File: config.mk
export PLATFORM = sky130hd
export DESIGN_NAME = soil_irrigation_controller
export DESIGN_NICKNAME = d
export VERILOG_FILES = /design/src/sic_pkg.sv /design/src/soil_irrigation_controller.sv
export SDC_FILE = /design/constraint.sdc
export NUM_CORES = 1
export LEC_CHECK = 0
export BUFFER_PORTS_ARGS = -buffer_cell sky130_fd_sc_hd__buf_4
export CORE_AREA = 5 5 280 145
export CTS_BUF_LIST = sky130_fd_sc_hd__clkbuf_16
export DETAILED_ROUTE_END_ITERATION = 6
export DIE_AREA = 0 0 285 150
export HOLD_SLACK_MARGIN = 0.15
export PLACE_DENSITY = 0.67
export SYNTH_ARGS = -nofsm -noshare
export SYNTH_HDL_FRONTEND = slang
export SYNTH_SLANG_ARGS = --single-unit
File: constraint.sdc
create_clock -name clk -period 11.6 [get_ports clk]
set_input_delay 2.32 -clock clk [delete_from_list [all_inputs] [get_ports clk]]
set_output_delay 2.32 -clock clk [all_outputs]
set_load 0.02 [all_outputs]
File: src/sic_pkg.sv
package sic_pkg;

  localparam int CFG_W      = 24;
  localparam int IDX_W      = 3;
  localparam int KIND_W     = 2;
  localparam int RAW_W      = 12;
  localparam int REQ_W      = 32;
  localparam int PCT_W      = 7;
  localparam int STAT_W     = 3;
  localparam int IN_DATA_W  = 48;
  localparam int OUT_DATA_W = 16;

  // quotient bits of the percent divider: 4095 * 100 fits in 19 bits
  localparam int Q_W    = 19;
  localparam int QCNT_W = 5;

  localparam int DEF_HISTORY_DEPTH = 3;
  localparam int DEF_TIME_BITS     = 24;

  localparam logic [RAW_W-1:0] RST_DRY_POINT     = 12'd3100;
  localparam logic [RAW_W-1:0] RST_WET_POINT     = 12'd1000;
  localparam logic [PCT_W-1:0] RST_DRY_THRESHOLD = 7'd30;
  localparam logic [CFG_W-1:0] RST_AUTO_DURATION = 24'd2000;
  localparam logic [CFG_W-1:0] RST_MAX_PUMP_TIME = 24'd30000;
  localparam logic [CFG_W-1:0] RST_COOLDOWN_TIME = 24'd600000;

  localparam logic [PCT_W-1:0] PCT_FULL = 7'd100;

  typedef enum logic [KIND_W-1:0] {
    KIND_TICK = 2'd0,
    KIND_SOIL = 2'd1,
    KIND_CMD  = 2'd2,
    KIND_NONE = 2'd3
  } kind_t;

  typedef enum logic [STAT_W-1:0] {
    ST_NONE    = 3'd0,
    ST_NORMAL  = 3'd1,
    ST_AUTO_ON = 3'd2,
    ST_SKIP    = 3'd3,
    ST_CMD_ON  = 3'd4,
    ST_CLAMPED = 3'd5,
    ST_BUSY    = 3'd6,
    ST_OFF     = 3'd7
  } status_t;

  typedef enum logic [IDX_W-1:0] {
    REG_DRY_POINT     = 3'd0,
    REG_WET_POINT     = 3'd1,
    REG_DRY_THRESHOLD = 3'd2,
    REG_AUTO_DURATION = 3'd3,
    REG_MAX_PUMP_TIME = 3'd4,
    REG_COOLDOWN_TIME = 3'd5
  } cfg_reg_t;

  typedef enum logic [2:0] {
    S_IDLE,
    S_PREP,
    S_DIV,
    S_FIN,
    S_WRITE
  } state_t;

endpackage

File: src/soil_irrigation_controller.sv
// ticks, pump commands and unused kinds: result registered in S_WRITE once the output is free
// soil readings: S_PREP, S_DIV (bit-serial restoring divider), S_FIN and S_WRITE;
// equal points: S_PREP to S_WRITE; one word in flight, next taken once the result is written
// the next word is taken while a result waits on the output; a full output stalls the input
// synchronous active-high reset restores register defaults, clears ring, relay and cooldown
// no clearing pass after reset: the block takes words from the first cycle out of reset
module soil_irrigation_controller #(
  parameter int HISTORY_DEPTH = sic_pkg::DEF_HISTORY_DEPTH,
  parameter int TIME_BITS     = sic_pkg::DEF_TIME_BITS
) (
  input  logic                           clk,
  input  logic                           rst,
  input  logic                           s_axis_tvalid,
  output logic                           s_axis_tready,
  // soil_reading [11:0], request_time [43:12], zero fill [47:44]
  input  logic [sic_pkg::IN_DATA_W-1:0]  s_axis_tdata,
  // kind [1:0]
  input  logic [sic_pkg::KIND_W-1:0]     s_axis_tuser,
  output logic                           m_axis_tvalid,
  input  logic                           m_axis_tready,
  // relay_state [0], moisture [7:1], status [10:8], zero fill [15:11]
  output logic [sic_pkg::OUT_DATA_W-1:0] m_axis_tdata,
  input  logic                           cfg_we,
  input  logic [sic_pkg::IDX_W-1:0]      cfg_index,
  input  logic [sic_pkg::CFG_W-1:0]      cfg_data
);
  import sic_pkg::*;

  localparam int PW = (HISTORY_DEPTH > 1) ? $clog2(HISTORY_DEPTH) : 1;
  localparam logic [PW-1:0] LAST_POS = PW'(HISTORY_DEPTH - 1);
  localparam int SW = (CFG_W > TIME_BITS) ? CFG_W : TIME_BITS;
  localparam logic [TIME_BITS-1:0] TMAX = {TIME_BITS{1'b1}};

  function automatic logic [TIME_BITS-1:0] sat_time(input logic [CFG_W-1:0] v);
    logic [SW-1:0] ext;
    ext = SW'(v);
    if (ext > SW'(TMAX)) return TMAX;
    else return TIME_BITS'(ext);
  endfunction

  // configuration
  logic [RAW_W-1:0] dry_point, wet_point;
  logic [PCT_W-1:0] dry_threshold;
  logic [CFG_W-1:0] auto_duration, max_pump_time, cooldown_time;

  // latched word
  kind_t            item_kind;
  logic [RAW_W-1:0] item_raw;
  logic [REQ_W-1:0] item_req;

  // divider
  logic [Q_W-1:0]    num_sr;
  logic [RAW_W-1:0]  rem;
  logic [RAW_W-1:0]  den_mag;
  logic              q_neg;
  logic [QCNT_W-1:0] div_cnt;
  logic [PCT_W-1:0]  pct;

  // controller state
  logic [PCT_W-1:0]     ring [HISTORY_DEPTH];
  logic [PW-1:0]        ring_position;
  logic                 ring_filled;
  logic                 pump_active;
  logic [TIME_BITS-1:0] pump_elapsed, pump_interval, cooldown_left;
  logic [PCT_W-1:0]     last_moisture;

  // output register
  logic             out_valid, out_relay;
  logic [PCT_W-1:0] out_moist;
  status_t          out_status;

  state_t state, state_next;
  logic   accept, out_free, do_write, div_last;

  // ---------------- fsm ----------------
  always_comb begin
    state_next = state;
    unique case (state)
      S_IDLE: begin
        if (accept) begin
          state_next = (kind_t'(s_axis_tuser) == KIND_SOIL) ? S_PREP : S_WRITE;
        end
      end
      S_PREP: begin
        state_next = (dry_point == wet_point) ? S_WRITE : S_DIV;
      end
      S_DIV: begin
        if (div_last) state_next = S_FIN;
      end
      S_FIN: begin
        state_next = S_WRITE;
      end
      S_WRITE: begin
        if (out_free) state_next = S_IDLE;
      end
      default: state_next = S_IDLE;
    endcase
  end

  always_comb begin
    s_axis_tready = (state == S_IDLE);
    accept        = s_axis_tvalid && s_axis_tready;
    out_free      = !out_valid || m_axis_tready;
    do_write      = (state == S_WRITE) && out_free;
    div_last      = (div_cnt == '0);
  end

  always_ff @(posedge clk) begin
    if (rst) state <= S_IDLE;
    else state <= state_next;
  end

  // ---------------- percent prep ----------------
  logic [RAW_W:0]   diff, dd;
  logic [RAW_W-1:0] diff_mag, dd_mag;
  logic [Q_W-1:0]   diff_ext, num_mag;

  always_comb begin
    diff     = {1'b0, wet_point} - {1'b0, item_raw};
    diff_mag = diff[RAW_W] ? RAW_W'(-diff) : diff[RAW_W-1:0];
    diff_ext = Q_W'(diff_mag);
    // times one hundred as 64 + 32 + 4
    num_mag  = (diff_ext << 6) + (diff_ext << 5) + (diff_ext << 2);
    dd       = {1'b0, dry_point} - {1'b0, wet_point};
    dd_mag   = dd[RAW_W] ? RAW_W'(-dd) : dd[RAW_W-1:0];
  end

  // ---------------- one quotient bit per cycle ----------------
  logic [RAW_W:0]   trial;
  logic             trial_ge;
  logic [RAW_W-1:0] rem_next;

  always_comb begin
    trial    = {rem, num_sr[Q_W-1]};
    trial_ge = trial >= {1'b0, den_mag};
    rem_next = trial_ge ? RAW_W'(trial - {1'b0, den_mag}) : trial[RAW_W-1:0];
  end

  // positive quotient always clamps to full; negative one counts down from full
  logic [PCT_W-1:0] pct_fin;
  always_comb begin
    if (!q_neg) pct_fin = PCT_FULL;
    else if (num_sr > Q_W'(PCT_FULL)) pct_fin = '0;
    else pct_fin = PCT_FULL - num_sr[PCT_W-1:0];
  end

  // ---------------- item update ----------------
  logic                 pos_last, filled_after, all_dry, auto_go;
  logic [PCT_W-1:0]     ring_val;
  logic [CFG_W-1:0]     auto_run, cmd_run;
  logic                 req_clamp;
  logic [TIME_BITS-1:0] elapsed_inc;
  logic                 tick_off;
  status_t              wr_status;

  always_comb begin
    pos_last     = (ring_position == LAST_POS);
    filled_after = ring_filled || pos_last;
    all_dry      = 1'b1;
    for (int i = 0; i < HISTORY_DEPTH; i++) begin
      ring_val = (PW'(i) == ring_position) ? pct : ring[i];
      if (ring_val >= dry_threshold) all_dry = 1'b0;
    end
    auto_go     = filled_after && all_dry && !pump_active && (cooldown_left == '0);
    auto_run    = (auto_duration > max_pump_time) ? max_pump_time : auto_duration;
    req_clamp   = item_req > REQ_W'(max_pump_time);
    cmd_run     = req_clamp ? max_pump_time : item_req[CFG_W-1:0];
    elapsed_inc = (pump_elapsed != TMAX) ? pump_elapsed + 1'b1 : pump_elapsed;
    tick_off    = pump_active && (elapsed_inc >= pump_interval);

    case (item_kind)
      KIND_TICK: wr_status = tick_off ? ST_OFF : ST_NONE;
      KIND_SOIL: begin
        if (auto_go) wr_status = ST_AUTO_ON;
        else if (cooldown_left != '0) wr_status = ST_SKIP;
        else wr_status = ST_NORMAL;
      end
      KIND_CMD: begin
        if (pump_active) wr_status = ST_BUSY;
        else if (req_clamp) wr_status = ST_CLAMPED;
        else wr_status = ST_CMD_ON;
      end
      default: wr_status = ST_NONE;
    endcase
  end

  // relay after this word
  logic relay_next;
  always_comb begin
    case (item_kind)
      KIND_TICK: relay_next = pump_active && !tick_off;
      KIND_SOIL: relay_next = pump_active || auto_go;
      KIND_CMD:  relay_next = 1'b1;
      default:   relay_next = pump_active;
    endcase
  end

  // ---------------- registers ----------------
  always_ff @(posedge clk) begin
    if (rst) begin
      dry_point     <= RST_DRY_POINT;
      wet_point     <= RST_WET_POINT;
      dry_threshold <= RST_DRY_THRESHOLD;
      auto_duration <= RST_AUTO_DURATION;
      max_pump_time <= RST_MAX_PUMP_TIME;
      cooldown_time <= RST_COOLDOWN_TIME;
    end else if (cfg_we) begin
      unique case (cfg_reg_t'(cfg_index))
        REG_DRY_POINT:     dry_point     <= cfg_data[RAW_W-1:0];
        REG_WET_POINT:     wet_point     <= cfg_data[RAW_W-1:0];
        REG_DRY_THRESHOLD: dry_threshold <= cfg_data[PCT_W-1:0];
        REG_AUTO_DURATION: auto_duration <= cfg_data;
        REG_MAX_PUMP_TIME: max_pump_time <= cfg_data;
        REG_COOLDOWN_TIME: cooldown_time <= cfg_data;
        default: ;
      endcase
    end
  end

  // payload: word latch and divider
  always_ff @(posedge clk) begin
    if (accept) begin
      item_kind <= kind_t'(s_axis_tuser);
      item_raw  <= s_axis_tdata[RAW_W-1:0];
      item_req  <= s_axis_tdata[RAW_W +: REQ_W];
    end
    case (state)
      S_PREP: begin
        num_sr  <= num_mag;
        rem     <= '0;
        den_mag <= dd_mag;
        q_neg   <= diff[RAW_W] ^ dd[RAW_W];
        div_cnt <= QCNT_W'(Q_W - 1);
        pct     <= '0;
      end
      S_DIV: begin
        num_sr  <= {num_sr[Q_W-2:0], trial_ge};
        rem     <= rem_next;
        div_cnt <= div_cnt - 1'b1;
      end
      S_FIN: pct <= pct_fin;
      default: ;
    endcase
  end

  always_ff @(posedge clk) begin
    if (rst) begin
      for (int i = 0; i < HISTORY_DEPTH; i++) ring[i] <= '0;
      ring_position <= '0;
      ring_filled   <= 1'b0;
      pump_active   <= 1'b0;
      pump_elapsed  <= '0;
      pump_interval <= '0;
      cooldown_left <= '0;
      last_moisture <= '0;
    end else if (do_write) begin
      case (item_kind)
        KIND_TICK: begin
          if (pump_active) begin
            pump_elapsed <= elapsed_inc;
            if (tick_off) pump_active <= 1'b0;
          end
          if (cooldown_left != '0) cooldown_left <= cooldown_left - 1'b1;
        end
        KIND_SOIL: begin
          last_moisture <= pct;
          if (auto_go) begin
            for (int i = 0; i < HISTORY_DEPTH; i++) ring[i] <= '0;
            ring_position <= '0;
            ring_filled   <= 1'b0;
            pump_active   <= 1'b1;
            pump_elapsed  <= '0;
            pump_interval <= sat_time(auto_run);
            cooldown_left <= sat_time(cooldown_time);
          end else begin
            ring[ring_position] <= pct;
            ring_position       <= pos_last ? '0 : ring_position + 1'b1;
            ring_filled         <= filled_after;
          end
        end
        KIND_CMD: begin
          if (!pump_active) begin
            pump_active   <= 1'b1;
            pump_elapsed  <= '0;
            pump_interval <= sat_time(cmd_run);
          end
        end
        default: ;
      endcase
    end
  end

  // output register
  always_ff @(posedge clk) begin
    if (rst) begin
      out_valid <= 1'b0;
    end else if (do_write) begin
      out_valid <= 1'b1;
    end else if (m_axis_tready) begin
      out_valid <= 1'b0;
    end
  end

  always_ff @(posedge clk) begin
    if (do_write) begin
      out_relay  <= relay_next;
      out_moist  <= (item_kind == KIND_SOIL) ? pct : last_moisture;
      out_status <= wr_status;
    end
  end

  assign m_axis_tvalid = out_valid;
  assign m_axis_tdata  = {{(OUT_DATA_W - STAT_W - PCT_W - 1){1'b0}},
                          out_status, out_moist, out_relay};

  // ---------------- checks ----------------
  a_one_in_flight: assert property (@(posedge clk) disable iff (rst)
    accept |=> !s_axis_tready)
    else $error("word taken while another is in flight");

  a_rem_below_den: assert property (@(posedge clk) disable iff (rst)
    (state == S_DIV) |-> (rem < den_mag))
    else $error("divider remainder not below divisor");

  a_elapsed_bound: assert property (@(posedge clk) disable iff (rst)
    pump_active |-> (pump_elapsed <= pump_interval))
    else $error("relay on past its interval");

  a_ring_cleared: assert property (@(posedge clk) disable iff (rst)
    (do_write && wr_status == ST_AUTO_ON) |=> (!ring_filled && ring_position == '0
                                               && pump_active))
    else $error("automatic start left ring or relay wrong");

  a_moist_range: assert property (@(posedge clk) disable iff (rst)
    m_axis_tvalid |-> (m_axis_tdata[PCT_W:1] <= PCT_FULL))
    else $error("moisture above full scale");

endmodule
## After elaboration in Yosys (flattened, before gate mapping)

Memory sizes are Yosys's and may differ from the RTL's.
Index checks and enable logic that the tools add are counted.

- Register bits after elaboration: 303
- RAM bits: 21
- Output and inout port bits: 18
- Memories kept: 1

Memories:

| memory | words | width | rd ports | clocked after memory_dff | write ports | line | text |
|---|---|---|---|---|---|---|---|
| ring | 3 | 7 | 3 | 0 | 3 | soil_irrigation_controller.sv:60 | `logic [PCT_W-1:0] ring [HISTORY_DEPTH];` |

- $add $sub $neg: 12
- Magnitude comparators: 11
- Equality and inequality tests: 24
- Mux-type cells: 72
- Bitwise logic cells: 4
- Reduce and logical (&&, ||, !) cells: 39

Operator list:

| cell | number |
|---|---|
| $mux 24 | 13 |
| $pmux 24 s2 | 2 |
| $gt 24x24->1 const B | 3 |
| $pmux 24 s3 | 1 |
| $mux 7 | 10 |
| $pmux 19 s2 | 1 |
| $mux 12 | 3 |
| $gt 32x24->1 | 1 |
| $sub 12x12->13 | 2 |
| $add 24x1->24 const B | 1 |
| $ge 24x24->1 | 1 |
| $gt 24x24->1 | 1 |
| $logic_not 24->1 | 1 |
| $ne 24x24->1 const B | 1 |
| $neg 12->12 | 2 |
| $pmux 12 s2 | 1 |
| $reduce_bool 24->1 | 1 |
| $sub 24x1->24 const B | 1 |
| $mux 1 | 23 |
| $ge 7x7->1 | 3 |
| $add 18x17->19 | 1 |
| $add 19x14->19 | 1 |
| $gt 19x7->1 const B | 1 |
| $mux 3 | 6 |
| 36 further kinds | 81 |

## Depth between registers and ports, before layout

Gate-level depths: netlist of the first run.

- Word-level depth: 16
- Gate-level depth with buffers: 25
- Mapped depth without buffers: 24

## Worst setup path before layout of the first run

OpenSTA, ideal clock, no wires.

- Kind: register to register
- Start: register wet_point[0]
- End: register num_sr[17], data pin
- Setup time: 0.288 ns
- Arrival: 5.155 ns
- Setup slack: 6.157 ns
- Stages on the path, launching flop included: 25
- Buffers on the path: 1
- Cells stage by stage: dfxtp_1 -> inv_1 -> ha_1 -> inv_1 -> fa_1 -> a21oi_1 -> o22ai_1 -> o41ai_1 -> o211ai_1 -> a21oi_1 -> clkbuf_1 -> o31a_1 -> xor2_1 -> inv_1 -> fa_1 -> inv_1 -> ha_1 -> a21o_1 -> a21oi_1 -> nor2b_1 -> o41ai_1 -> o21ai_0 -> o41ai_1 -> xor2_1 -> o21ai_0

- Word-level cells in the longest chain between the ends: 6

RTL lines:

| what | line | text |
|---|---|---|
| start, declared | soil_irrigation_controller.sv:42 | `logic [RAW_W-1:0] dry_point, wet_point;` |
| start signal, assigned | soil_irrigation_controller.sv:210 | `REG_WET_POINT: wet_point <= cfg_data[RAW_W-1:0];` |
| $sub 12x12->13 (*) | soil_irrigation_controller.sv:119 | `diff = {1'b0, wet_point} - {1'b0, item_raw};` |
| $neg 12->12 | soil_irrigation_controller.sv:120 | `diff_mag = diff[RAW_W] ? RAW_W'(-diff) : diff[RAW_W-1:0];` |
| $mux 12 (*) | soil_irrigation_controller.sv:120 |  |
| $add 18x17->19 | soil_irrigation_controller.sv:123 | `num_mag = (diff_ext << 6) + (diff_ext << 5) + (diff_ext << 2);` |
| $add 19x14->19 (*) | soil_irrigation_controller.sv:123 |  |
| $pmux 19 s2 (*) | soil_irrigation_controller.sv:227 | `case (state)` |
| end signal, assigned | soil_irrigation_controller.sv:229 | `num_sr <= num_mag;` |
| end signal, assigned | soil_irrigation_controller.sv:237 | `num_sr <= {num_sr[Q_W-2:0], trial_ge};` |
| end, declared | soil_irrigation_controller.sv:52 | `logic [Q_W-1:0] num_sr;` |

Every way passes the cells marked *; elsewhere a longest branch is shown, timed or not.
A chain may end at the register's enable or synchronous reset.

## Final worst setup path of the first run

Same ends and word-level chain as after synthesis.

==> qor.yml, run 1 <==
run_status:
  status: "finished clean"
worst_hold_path:
  hold_depth: 2
  worstHoldStart: "cooldown_time[23]$_SDFFE_PP0P_"
  holdPathEnd: "cooldown_time[23]$_SDFFE_PP0P_"
  min_path_type: "register to register"
worst_setup_path:
  crit_arrival_ns: 6.94
  r2r-start: "wet_point[0]$_SDFFE_PP0P_"
  cp-start-kind: "register"
  worst_path_most_repeated_cell: "inv_1"
  worstSetupEndpointType: "register"
  required_ns: 11.94
  worstPathCellList: "inv_1, ha_1, inv_1, fa_1, a21oi_1, o22ai_1, o41ai_1, o211ai_1, a21oi_1, o31a_1, xor2_1, inv_1, fa_1, inv_1, ha_1, a21o_1, a21oi_1, nor2b_1, o41ai_1, o21ai_0, o41ai_1, xor2_1, o21ai_0"
  cp_max_fo: 12
  r2r_slack_ns: 5.00
  cpLargestDelayFamily: "compound AO/OA/AOI/OAI gates"
  cpPeakStageDelay_ns: 0.87
  cp_num_buf_inv: 4
  slowest_stage: "a21oi_1"
  r2r-end: "num_sr[17]$_DFFE_PP_"
  ff2ff_path_depth: 23
  crit_type: "register to register"
placement:
  io_buffer_count: 90
  pre_cts_ws_ns: 5.11
  hpwl_mm: 37.7
  finalWeightedCongestion: 0.876
clock_tree:
  numCtsBuffers: 31
  cts.sinks: 324
  cts_hold_buf: 0
  cts_root_buf: "clkbuf_16"
  cts_resized: 0
  path_clk_slew_ns: 0.07
  cts_tree: "built"
  htree_levels: 1
  clock_latency_ns: 0.60
  post-cts-setup-buffer-count: 0
  cts.path.max_buffers: 3
global_routing:
  antenna_found_initial: 2
  grt_usage_pct: 23.4
  grt.overflow.total: 0
  grt_pass1_wl_mm: 79.9
  grt_max_degree: 92
  grt_pass1_vias: 14100
synthesis:
  async_flop_share_pct: 0
  synth_edf_count: 134
  synth_cells: 2043
  ys_ff_latch: 324
  yosysSeqAreaShare_pct: 41.9
  syn_area_per_cell_sq_um: 9.15
  ys.flop_type: "dfxtp_1"
  synth_cell_types: 76
  yosys_warnings: 0
  syn_area_sq_um: 18700
sta:
  clock.fmax_mhz: 151
  rsz0062_at_grt: "false"
  slew_viol_final: 0
  slew_headroom_pct: 12.1
  worst_slew_pin_slew_ns: 1.31
  finalHoldViolCount: 0
  post-route-period-util_pct: 56.9
  finalSetupViolations: 0
  period_minus_slack_ns: 6.60
  tns_ns: 0
  worst_slack_ns: 5.00
  clock_skew_ns: 0.0284
power_and_ir_drop:
  powerDensity_nw_per_um2: 156
  leakage_uw: 0.00825
  irDropWorstVdd_mv: 0.152
detailed_routing:
  detail_route.drc_violations: 0
  drt-pass1-iter-count: 5
  routedWlPerCell_um: 19.4
  drt_iter0_markers: 1756
  via_per_inst: 5.86
  routed_wl_mm: 51.1
  ant_nets: 0
  via_count: 15400
flow_run:
  cap_violations: 0
floorplanning:
  die_x_um: 285
  die-area_sq_um: 42800
  die_y_um: 150
  std_cell_rows: 51
  start_util_pct: 49.1
  io_pins: 100
  core_area_sq_um: 38100
cells_and_area:
  syn2layout_area_growth_pct: 11.0
  fillerInstances: 3416
  final_nets: 2349
  drive_gt1_share_pct: 10.7
## where the power goes
group	internal, uW	switching [uW]
Clock	523	464
Combinational	378	540
Sequential	1290	45.1
## cell usage after synthesis, types with 7 or more instances
library cell | n | area [sq um]
a22o_1 | 11 | 96.3
o31ai_1 | 17 | 128
buf_1 | 12 | 45.0
o221ai_2 | 20 | 300
and2_1 | 32 | 200
nand3_1 | 53 | 265
or3_1 | 14 | 87.6
a31oi_1 | 16 | 100
nand2_1 | 305 | 1140
nor2_1 | 135 | 507
mux2_2 | 27 | 304
and3_1 | 17 | 106
clkbuf_1 | 58 | 218
mux2i_1 | 16 | 160
dfxtp_1 | 190 | 3800
and4_1 | 10 | 87.6
a21o_1 | 29 | 218
nor2b_1 | 23 | 144
o2bb2ai_1 | 27 | 236
inv_1 | 151 | 567
ha_1 | 155 | 1940
nor4_1 | 8 | 50.1
a21oi_1 | 176 | 881
o21ai_1 | 25 | 125
xnor2_1 | 50 | 438
nand4_1 | 24 | 150
o41ai_1 | 9 | 78.8
nor3_1 | 24 | 120
edfxtp_1 | 134 | 4020
a211oi_1 | 12 | 90.1
or2_2 | 10 | 62.6
xor2_1 | 29 | 254
o21a_1 | 9 | 67.6
fa_1 | 12 | 240
nand2b_1 | 21 | 131
o22ai_1 | 7 | 43.8
o211ai_1 | 27 | 203
o21ai_0 | 66 | 330
## state kept, by name, summed over array words and instances, names as in the netlist, 7 cells and up
name	count
ring	21
max_pump_time	24
auto_duration	24
out_moist	7
pump_elapsed	24
dry_point	12
item_raw	12
cooldown_time	24
wet_point	12
pct	7
rem	12
pump_interval	24
item_req	32
last_moisture	7
den_mag	12
cooldown_left	24
num_sr	19
dry_threshold	7
## kinds of logic (layout without fill, tap and decap cells)
| kind of cell | count (synthesis) | after routing | synth area share [%] |
|---|---|---|---|
| AND/OR/NAND/NOR | 700 | 700 | 17.6 |
| AO/OA/AOI/OAI | 490 | 490 | 17.5 |
| flip-flops | 324 | 324 | 41.9 |
| buffers and inverters | 239 | 317 | 5.16 |
| adder cells (fa/ha/maj) | 167 | 167 | 11.7 |
| XOR/XNOR | 79 | 79 | 3.70 |
| multiplexers | 43 | 43 | 2.48 |
| other | 1 | 6 | 0.0201 |
## per-stage QoR
| step | util [%] | cells | area, sq um | hold slack [ns] | power, uW |
|---|---|---|---|---|---|
| after floorplan | - | 2047 | 18700 | 0.432 | 2040 |
| after global placement | 51.9 | 2570 | 19800 | 0.438 | 2230 |
| after detailed placement | 51.9 | 2570 | 19800 | 0.448 | 2260 |
| after CTS | 54.5 | 2628 | 20700 | 0.458 | 3240 |
| after global routing | 54.5 | 2629 | 20700 | 0.475 | 3420 |
| final | 54.5 | 2629 | 20700 | 0.456 | 3240 |
## layer usage
metal / track usage [%] / up-vias / routed length (um)
li1: - / 7367 / -
met1: 39.2 / 7397 / 26500
met2: 30.1 / 590 / 19000
met3: 4.86 / 63 / 4760
met4: 4.04 / 2 / 861
met5: 0 / - / 13
## cell usage in the layout (no fill, tap or decap), types with 29 or more instances in the layout
| cell type | count |
|---|---|
| nand2_1 | 305 |
| dfxtp_1 | 190 |
| a21oi_1 | 176 |
| inv_1 | 157 |
| ha_1 | 154 |
| nor2_1 | 135 |
| edfxtp_1 | 134 |
| buf_4 | 107 |
| o21ai_0 | 66 |
| nand3_1 | 53 |
| xnor2_1 | 50 |
| clkbuf_16 | 32 |
| and2_1 | 31 |
| xor2_1 | 29 |
| a21o_1 | 29 |
## final cells by class
class	instances	area [sq um]	share of cell area (%)
Clock buffer	32	801	3.86
Antenna cell	1	2.50	0.0121
Sequential cell	324	7830	37.7
Timing Repair Buffer	107	803	3.87
Multi-Input combinational cell	1484	9950	48.0
Inverter	152	571	2.75
Clock inverter	26	163	0.784
Tap cell	503	629	3.03
## worst register-to-register path, stage by stage, from the launching register on
cell and delay (ns):
dfxtp_1 0.33, inv_1 0.07, ha_1 0.18, inv_1 0.06, fa_1 0.42, a21oi_1 0.16
o22ai_1 0.12, o41ai_1 0.52, o211ai_1 0.18, a21oi_1 0.87, o31a_1 0.28, xor2_1 0.32
inv_1 0.13, fa_1 0.61, inv_1 0.06, ha_1 0.28, a21o_1 0.15, a21oi_1 0.21
nor2b_1 0.10, o41ai_1 0.42, o21ai_0 0.26, o41ai_1 0.35, xor2_1 0.18, o21ai_0 0.09
## how the worst max path moves through the flow
stage | start | end | slack, ns | cells past startpoint
finish | wet_point[0]$_SDFFE_PP0P_ | num_sr[17]$_DFFE_PP_ | 5.00 | 23
global placement | wet_point[0]$_SDFFE_PP0P_ | num_sr[17]$_DFFE_PP_ | 5.25 | 23
CTS | wet_point[0]$_SDFFE_PP0P_ | num_sr[17]$_DFFE_PP_ | 5.06 | 23
global route | wet_point[0]$_SDFFE_PP0P_ | num_sr[17]$_DFFE_PP_ | 4.47 | 23
floorplan | wet_point[0]$_SDFFE_PP0P_ | num_sr[17]$_DFFE_PP_ | 6.16 | 24
detailed placement | wet_point[0]$_SDFFE_PP0P_ | num_sr[17]$_DFFE_PP_ | 5.11 | 23
Power figures use the tool's default switching activity.
==> inputs of run 2 (changes only) <==
ABC_AREA = 1   (was unset)
CORE_AREA = 5 5 292 151   (was 5 5 280 145)
DIE_AREA = 0 0 297 156   (was 0 0 285 150)
PLACE_DENSITY = 0.69   (was 0.67)
clock period = 6 ns   (was 11.6 ns; I/O delays follow)
==> qor.yml, run 2 <==
detailed_routing:
  routedWlPerCell_um: 17.7
  routed_wl_mm: 59.9
  via_count: 18700
  ant_nets: 0
  drt-pass1-iter-count: 6
  detail_route.drc_violations: 0
  drt_iter0_markers: 2143
  via_per_inst: 5.52
global_routing:
  grt_pass1_wl_mm: 94.7
  grt_max_degree: 74
  grt_usage_pct: 25.3
  grt.overflow.total: 0
  grt_pass1_vias: 17000
  antenna_found_initial: 2
floorplanning:
  core_area_sq_um: 41300
  start_util_pct: 49.2
  die-area_sq_um: 46300
  die_y_um: 156
  std_cell_rows: 53
  io_pins: 100
  die_x_um: 297
sta:
  tns_ns: 0
  worst_slew_pin_slew_ns: 1.39
  post-route-period-util_pct: 84.3
  clock.fmax_mhz: 198
  slew_viol_final: 0
  clock_skew_ns: 0.0212
  finalHoldViolCount: 0
  rsz0062_at_grt: "false"
  timing.hold.ws_ns: 0.455
  period_minus_slack_ns: 5.06
  slew_headroom_pct: 7.52
  finalSetupViolations: 0
clock_tree:
  cts_hold_buf: 0
  post-cts-setup-buffer-count: 0
  clock_latency_ns: 0.59
  cts_resized: 0
  numCtsBuffers: 31
  cts_root_buf: "clkbuf_16"
  path_clk_slew_ns: 0.07
  cts_tree: "built"
  htree_levels: 1
  cts.path.max_buffers: 3
  cts.sinks: 324
cells_and_area:
  drive_gt1_share_pct: 7.03
  instances_no_fill: 3381
  final_nets: 3055
  final_common_cell: "nand2_1"
  final_util_pct: 54.2
  fillerInstances: 3940
  regMostFlops: "item_req"
  final_cell_mix: "nand2_1, inv_1, nor2_1"
  largest_reg_flops: 32
  syn2layout_area_growth_pct: 10.3
placement:
  io_buffer_count: 90
  placed_cells: 3323
  hpwl_mm: 45.3
  finalWeightedCongestion: 0.942
worst_setup_path:
  slowest_stage: "fa_1"
  cpPeakStageDelay_ns: 0.50
  cpLargestDelayFamily: "adder cells"
  worstSetupEndpointType: "register"
  cp_max_fo: 10
  crit_type: "register to register"
  required_ns: 6.32
  r2r-start: "wet_point[0]$_SDFFE_PP0P_"
  crit_arrival_ns: 5.38
  worstPathCellList: "inv_1, ha_1, inv_1, fa_1, nand2_1, nand3_1, nand2_1, inv_1, nand3b_1, nand3_1, clkinv_1, o21ai_0, xor2_1, fa_1, ha_1, nand2_1, a21oi_1, a211oi_1, nand3_1, a211oi_1, nor2_1"
  cp-start-kind: "register"
  crit_start: "wet_point[0]$_SDFFE_PP0P_"
  cp_num_buf_inv: 4
synthesis:
  synth_common_cells: "nand2_1, inv_1, nor2_1"
  yosys-top-cells-area: "edfxtp_1, dfxtp_1, nand2_1"
  yosys_warnings: 0
  async_flop_share_pct: 0
  synth_cells: 2764
  yosysMostFrequentCell: "nand2_1"
  synth_edf_count: 134
  yosysTopAreaCell: "edfxtp_1"
  syn_area_per_cell_sq_um: 7.35
  ys.flop_type: "dfxtp_1"
  yosysSeqAreaShare_pct: 38.5
  syn_area_sq_um: 20300
  ys_ff_latch: 324
  synth_top_area_share_pct: 19.8
  synth_cell_types: 50
run_status:
  status: "finished clean"
power_and_ir_drop:
  powerDensity_nw_per_um2: 313
  leakage_uw: 0.0103
  irDropWorstVdd_mv: 0.234
flow_run:
  cap_violations: 0
worst_hold_path:
  min_path_type: "register to register"
  worstHoldStart: "last_moisture[2]$_SDFFE_PP0P_"
## run 2: cells by family after synthesis
| group | after synthesis | synth area share (%) |
|---|---|---|
| simple gates | 1264 | 26.3 |
| compound gates | 486 | 12.7 |
| buf+inv | 455 | 8.83 |
| flops | 324 | 38.5 |
| fa+ha+maj | 167 | 10.7 |
| xor+xnor | 65 | 2.80 |
| mux | 2 | 0.0985 |
| other cells | 1 | 0.0185 |
## run 2: worst reg2reg max path, delay by kind of cell (launching register included)
kind / cells / cell delay, ns
flip-flops: 1 / 0.34
adder cells (fa/ha/maj): 4 / 1.36
XOR/XNOR: 1 / 0.41
AND/OR/NAND/NOR: 8 / 1.00
AO/OA/AOI/OAI: 4 / 1.04
buffers and inverters: 4 / 0.65
## run 2: per-layer routing
metal	vias up	GRT usage (%)	routed length [um]
met4	0	3.23	696
li1	9184	-	-
met3	54	6.70	6630
met5	-	0	0
met1	8664	41.0	30500
met2	775	33.7	22200
## run 2: power breakdown
part	switching [uW]	leakage, uW	total, uW	internal [uW]
Clock	922	0.000507	2000	1080
Sequential	84.5	0.00282	2630	2540
Combinational	1550	0.00697	2390	841
Total	2560	0.0103	7020	4460
## run 2: area by class of cell
cell class / count / area [sq um] / area share (%)
tap: 550 / 688 / 3.07
clock inverter: 24 / 173 / 0.771
inverter: 349 / 1310 / 5.85
clock buffer: 33 / 826 / 3.69
timing repair buffer: 111 / 833 / 3.72
sequential: 324 / 7830 / 34.9
multi-input combinational: 1989 / 10700 / 47.9
antenna: 1 / 2.50 / 0.0112
## run 2: per-stage QoR
step / cell area, sq um / total power [uW] / setup slack, ns
floorplan: 20300 / 4380 / 1.83
global placement: 21400 / 4950 / 1.12
detailed placement: 21400 / 5020 / 1.06
CTS: 22400 / 7010 / 1.04
global route: 22400 / 7480 / 0.666
finish: 22400 / 7020 / 0.941
## run 2: path summary, 6_finish.rpt
kind / endpoint / slack, ns / cells after the start
max: num_sr[18]$_DFFE_PP_ / 0.94 / 21
min: last_moisture[2]$_SDFFE_PP0P_ / 0.45 / 2
max reg2reg: num_sr[18]$_DFFE_PP_ / 0.94 / 21
min reg2reg: last_moisture[2]$_SDFFE_PP0P_ / 0.45 / 2
